$ cat config.mk
export PLATFORM = sky130hd
export DESIGN_NAME = rttq_ctrl
export DESIGN_NICKNAME = d
export VERILOG_FILES = /design/src/rtl/rttq_pkg.sv /design/src/rtl/rttq_ctrl.sv
export VERILOG_INCLUDE_DIRS = /design/src /design/src/rtl
export SDC_FILE = /design/constraint.sdc
export NUM_CORES = 1
export LEC_CHECK = 0
export BUFFER_PORTS_ARGS = -buffer_cell sky130_fd_sc_hd__buf_2
export CAP_MARGIN = 20
export CORE_AREA = 3 3 40 42
export CTS_CLUSTER_DIAMETER = 200
export CTS_CLUSTER_SIZE = 14
export DETAILED_ROUTE_END_ITERATION = 8
export DIE_AREA = 0 0 43 45
export REMOVE_ABC_BUFFERS = 1
export SLEW_MARGIN = 20
export SYNTH_ARGS = -nofsm -noshare
export SYNTH_HDL_FRONTEND = slang
export SYNTH_SLANG_ARGS = --single-unit
$ cat constraint.sdc
create_clock -name clk -period 2 [get_ports clk]
set_input_delay 0.6 -clock clk [delete_from_list [all_inputs] [get_ports clk]]
set_output_delay 0.6 -clock clk [all_outputs]
set_load 0.005 [all_outputs]
$ cat src/rtl/retransmit_timer_queue_core_defines.svh
// Assertion macros shared by the retransmit timer queue RTL.
`ifndef RETRANSMIT_TIMER_QUEUE_CORE_DEFINES_SVH
`define RETRANSMIT_TIMER_QUEUE_CORE_DEFINES_SVH

// Same-cycle implication, checked out of reset.
`define RTTQ_ASSERT_NOW(label, clk, rst_n, ante, cons, msg) \
	label: assert property (@(posedge clk) disable iff (!rst_n) (ante) |-> (cons)) \
		else $error(msg);

// Next-cycle implication, checked out of reset.
`define RTTQ_ASSERT_NEXT(label, clk, rst_n, ante, cons, msg) \
	label: assert property (@(posedge clk) disable iff (!rst_n) (ante) |=> (cons)) \
		else $error(msg);

`endif

$ cat src/rtl/rttq_pkg.sv
// Types and constants of the retransmit timer queue.
package rttq_pkg;

	localparam int SEQ_W      = 31;
	localparam int TIME_W     = 32;
	localparam int TMO_W      = 16;
	localparam int MOD_W      = 32;
	localparam int CNT_OUT_W  = 9;
	localparam int CFG_DATA_W = 32;
	localparam int CFG_IDX_W  = 1;
	localparam int STEP_W     = $clog2(SEQ_W);

	// Configuration register indexes.
	localparam logic [CFG_IDX_W-1:0] CFG_TIMEOUT = 1'd0;
	localparam logic [CFG_IDX_W-1:0] CFG_MODULUS = 1'd1;

	// Register reset values and modulus limits.
	localparam logic [TMO_W-1:0] TIMEOUT_RESET = 16'd30;
	localparam logic [MOD_W-1:0] MODULUS_RESET = 32'd65536;
	localparam logic [MOD_W-1:0] MODULUS_MIN   = 32'd2;
	localparam logic [MOD_W-1:0] MODULUS_MAX   = 32'h8000_0000;

	// Operation codes.
	localparam logic [1:0] OP_SEND  = 2'd0;
	localparam logic [1:0] OP_ACK   = 2'd1;
	localparam logic [1:0] OP_CHECK = 2'd2;
	localparam logic [1:0] OP_FLUSH = 2'd3;

	typedef struct packed {
		logic [1:0]        opcode;
		logic [TIME_W-1:0] now_ms;
		logic [SEQ_W-1:0]  ack_due;
		logic [SEQ_W-1:0]  ack_num;
		logic [SEQ_W-1:0]  next_seq;
		logic [SEQ_W-1:0]  unacked_bytes;
	} in_item_t;

	typedef struct packed {
		logic                 expired;
		logic [SEQ_W-1:0]     rewound_seq;
		logic [CNT_OUT_W-1:0] pending_count;
		logic                 status;
	} out_item_t;

	typedef struct packed {
		logic [TIME_W-1:0] send_time;
		logic [SEQ_W-1:0]  exp_ack;
	} ring_entry_t;

	typedef enum logic [2:0] {
		ST_IDLE,
		ST_DISPATCH,
		ST_ACK_LOAD,
		ST_ACK_MOD,
		ST_ACK_WAIT,
		ST_CHK_MOD,
		ST_FINISH
	} ctrl_state_t;

	// Commands from the controller to the datapath.
	typedef struct packed {
		logic load_item;
		logic push;
		logic pop;
		logic flush;
		logic rem_start;
		logic rem_sel_check;
		logic set_status;
		logic set_expired;
		logic out_load;
	} dp_cmd_t;

	// Status from the datapath to the controller.
	typedef struct packed {
		logic [1:0] opcode;
		logic       full;
		logic       empty;
		logic       timed_out;
		logic       rem_done;
		logic       not_after;
		logic       out_free;
	} dp_status_t;

endpackage

$ cat src/rtl/rttq_ctrl.sv
// Controller: sequences each operation over the datapath.
`include "retransmit_timer_queue_core_defines.svh"

module rttq_ctrl import rttq_pkg::*; (
	input  logic       clk,
	input  logic       arst_n,
	input  logic       in_valid,
	output logic       in_ready,
	input  dp_status_t stat,
	output dp_cmd_t    cmd
);

	ctrl_state_t state_q;
	ctrl_state_t state_d;

	// State register.
	always_ff @(posedge clk or negedge arst_n) begin
		if (!arst_n) begin
			state_q <= ST_IDLE;
		end else begin
			state_q <= state_d;
		end
	end

	// Next state and commands.
	always_comb begin
		state_d  = state_q;
		cmd      = '0;
		in_ready = 1'b0;
		unique case (state_q)
			ST_IDLE: begin
				in_ready = 1'b1;
				if (in_valid) begin
					cmd.load_item = 1'b1;
					state_d       = ST_DISPATCH;
				end
			end
			ST_DISPATCH: begin
				unique case (stat.opcode)
					OP_SEND: begin
						if (stat.full) begin
							cmd.set_status = 1'b1;
						end else begin
							cmd.push = 1'b1;
						end
						state_d = ST_FINISH;
					end
					OP_ACK: state_d = ST_ACK_LOAD;
					OP_CHECK: begin
						if (!stat.empty && stat.timed_out) begin
							cmd.rem_start     = 1'b1;
							cmd.rem_sel_check = 1'b1;
							state_d           = ST_CHK_MOD;
						end else begin
							state_d = ST_FINISH;
						end
					end
					OP_FLUSH: begin
						cmd.flush = 1'b1;
						state_d   = ST_FINISH;
					end
					default: state_d = ST_FINISH;
				endcase
			end
			// Test the head entry against the received ack.
			ST_ACK_LOAD: begin
				if (stat.empty) begin
					state_d = ST_FINISH;
				end else begin
					cmd.rem_start = 1'b1;
					state_d       = ST_ACK_MOD;
				end
			end
			ST_ACK_MOD: begin
				if (stat.rem_done) begin
					if (stat.not_after) begin
						cmd.pop = 1'b1;
						state_d = ST_ACK_WAIT;
					end else begin
						state_d = ST_FINISH;
					end
				end
			end
			// Wait state so the memory can read the new head.
			ST_ACK_WAIT: state_d = ST_ACK_LOAD;
			ST_CHK_MOD: begin
				cmd.rem_sel_check = 1'b1;
				if (stat.rem_done) begin
					cmd.set_expired = 1'b1;
					cmd.flush       = 1'b1;
					state_d         = ST_FINISH;
				end
			end
			ST_FINISH: begin
				if (stat.out_free) begin
					cmd.out_load = 1'b1;
					state_d      = ST_IDLE;
				end
			end
			default: state_d = ST_IDLE;
		endcase
	end

	`RTTQ_ASSERT_NOW(a_one_ring_op, clk, arst_n, 1'b1, $countones({cmd.push, cmd.pop, cmd.set_status}) <= 1, "conflicting ring commands")
	`RTTQ_ASSERT_NEXT(a_accept_dispatch, clk, arst_n, cmd.load_item, state_q == ST_DISPATCH, "accepted item not dispatched")
	`RTTQ_ASSERT_NOW(a_expire_check, clk, arst_n, cmd.set_expired, cmd.flush && cmd.rem_sel_check, "expiry without flush")

endmodule
==> impl_metrics.py <==
metrics = {
    "sta": {
        "maxSlewHeadroom_pct": 79.7,
        "finalCriticalPeriod_ps": 2020,
        "slew_viol_final": 0,
        "fmax_ghz": 0.496,
        "finalHoldViolCount": 0,
        "rsz0062_at_grt": "yes",
        "worst_pin_slew_ps": 305,
        "finalCritPeriodShare_pct": 101,
        "whs_ps": 158,
        "fin_ws_ps": -16.2,
        "finalClockSkew_ps": 3.28,
        "report.final.setup_viol": 2,
    },
    "detailed_routing": {
        "met1_length_um": 539,
        "dr_wl_met3_um": 65,
        "wl_met2_um": 550,
        "drt_iter0_drc": 11,
        "avgViaCountPerCell": 4.72,
        "ant_nets": 0,
        "wl_per_cell_um": 11.1,
        "first_pass_iters": 4,
        "wl_um": 1150,
        "vias": 491,
        "dr.max_layer_used": "met3",
        "drcViolationCount": 0,
    },
    "yosys": {
        "yosysUniqueCellTypes": 31,
        "async_reset_ff_share_pct": 100,
        "syn_area_sq_um": 434,
        "yosys_warnings": 0,
        "synth_top_cell_area_share_pct": 17.3,
        "yosysTopAreaCell": "dfrtp_1",
        "synthTopCellsByArea": "dfrtp_1 (17%), ha_1 (12%), nand2b_1 (5.8%)",
        "ys.flop_type": "dfrtp_1",
        "synth_seq_cells": 3,
        "synth-edff-count": 0,
        "synthCells": 58,
        "synth.avg_cell_area_sq_um": 7.49,
        "yosysSeqAreaShare_pct": 17.3,
    },
    "die": {
        "initial_core_util_pct": 33.8,
        "die_x_um": 43,
        "rows": 13,
        "die_h_um": 45,
        "io_pins": 21,
        "core_sq_um": 1280,
        "design.die.area_sq_um": 1940,
    },
    "clock_network": {
        "cts_hold_buf": 0,
        "cts-root-buf": "clkbuf_4",
        "clock_latency_ps": 230,
        "cts_tree": "built",
        "cts_buffers": 3,
        "cts_buffer_depth": 2,
        "htree_levels": 1,
        "path_clk_slew_ps": 40,
        "clock_sinks": 3,
    },
    "flow_run": {
        "maxCapViolCount": 0,
    },
    "worst_setup_path": {
        "critical_path_class": "in2out",
        "critPathMaxFanout": 2,
        "cp_data_arrival_time_ps": 1420,
        "required_ps": 1400,
        "cp-start-kind": "primary input",
        "endpoint_kind": "primary output",
    },
    "cells_and_area": {
        "fin_nets": 105,
        "largest_register_ffs": 3,
        "reg.largest.list": "state_q (3)",
        "antenna_cells": 0,
        "top_register": "state_q",
        "final_layout_size_suffix_gt1_share_pct": 49.4,
        "nFillCells": 115,
        "syn_to_final_growth_pct": 56.8,
    },
    "run_status": {
        "violations": "setup timing",
        "status": "finished, violations left",
    },
    "placed_design": {
        "io_buffers": 20,
        "gp_congestion": 0.755,
        "preCtsSetupSlack_ps": -92.2,
        "dp_hpwl_um": 836,
    },
    "power_and_ir_drop": {
        "power.density_nw_per_um2": 1060,
        "power.total_w": 0.000721,
        "power.leakage_nw": 0.354,
        "irDropWorstVdd_mv": 0.686,
    },
    "grt": {
        "antenna_found_initial": 0,
        "grt_pass1_wl_um": 1990,
        "overflow": 0,
        "grt_usage_pct": 13.5,
        "grt_pass1_vias": 462,
        "grt_max_degree": 18,
    },
    "hold_path": {
        "hp-class": "in2async",
    },
}
power breakdown:
part / switching (W) / internal, W / total [W]
logic: 0.000213 / 0.000224 / 0.000438
clock network: 0.0000285 / 0.0000746 / 0.000103
registers: 0.0000864 / 0.0000941 / 0.000180
total: 0.000328 / 0.000393 / 0.000721
synthesized netlist by cell type, drive strengths merged, types with 2 or more instances:
master	number
a211o	2
inv	5
nand2	6
nand2b	4
buf	3
nor3	4
dfrtp	3
a21oi	4
ha	4
o21ai	2
nor2	5
kinds of logic after synthesis:
group	after synthesis	synth area share, %
buf+inv	9	10.1
xor+xnor	1	2.02
flops	3	17.3
mux	1	2.31
compound gates	13	21.9
simple gates	26	32.6
fa+ha+maj	5	13.8
final cells by class:
type                       instances  area (sq um)  share of cell area [%]
multi-input combinational         46           339                    49.8
timing repair buffer              31           199                    29.2
sequential                         3          76.3                    11.2
clock buffer                       4          26.3                    3.86
inverter                           5          21.3                    3.12
tap                               15          18.8                    2.76
per-stage QoR:
stage | cells | setup TNS, ps | area [sq um] | util (%)
2_1_floorplan | 54 | 0 | 409 | -
3_3_place_gp | 94 | -62.5 | 566 | 44.0
3_5_place_dp | 94 | -92.2 | 566 | 44.0
4_1_cts | 103 | -13.5 | 666 | 51.8
5_1_grt | 104 | -174 | 681 | 53.0
6_report | 104 | -22.4 | 681 | 53.0
placed cells by master (no fill, tap or decap), drive strengths merged, types with 2 or more instances in the layout:
cell and count:
ha 4, dfrtp 3, clkbuf 4, buf 31
o21ai 2, nand2 6, a21oi 4, nand2b 4
nor3 4, a211o 2, nor2 5, inv 5
layer usage:
| metal | up-vias | track usage, % |
|---|---|---|
| met3 | 0 | 5.18 |
| li1 | 263 | - |
| met2 | 13 | 21.9 |
| met1 | 215 | 16.9 |
| met4 | 0 | 3.61 |
| met5 | - | 0 |
what timing repair did:
item	4_1_cts	5_1_grt
gates resized for setup	9	3
buffers inserted	5	1
setup endpoints to repair	1	7
pin swaps	5	1
path summary, 6_finish.rpt:
| check | start | end | slack [ps] | cells past startpoint |
|---|---|---|---|---|
| min reg2reg | state_q[1] | state_q[1] | 730 | 2 |
| min in group clk | state_q[1] | state_q[1] | 730 | 2 |
| max reg2reg | state_q[0] | state_q[2] | 300 | 5 |
| min | arst_n | state_q[0] | 160 | 1 |
| max in group asynchronous | arst_n | state_q[2] | 1720 | 1 |
| max | stat[6] | cmd[4] | -20 | 7 |
worst max-delay path, cell delays in order:
cell and delay, ps:
buf_8 100, inv_4 50, ha_4 120, and3b_1 190, nand3_2 90, a21oi_2 150, buf_2 120
(Power assumes the default switching activity.)
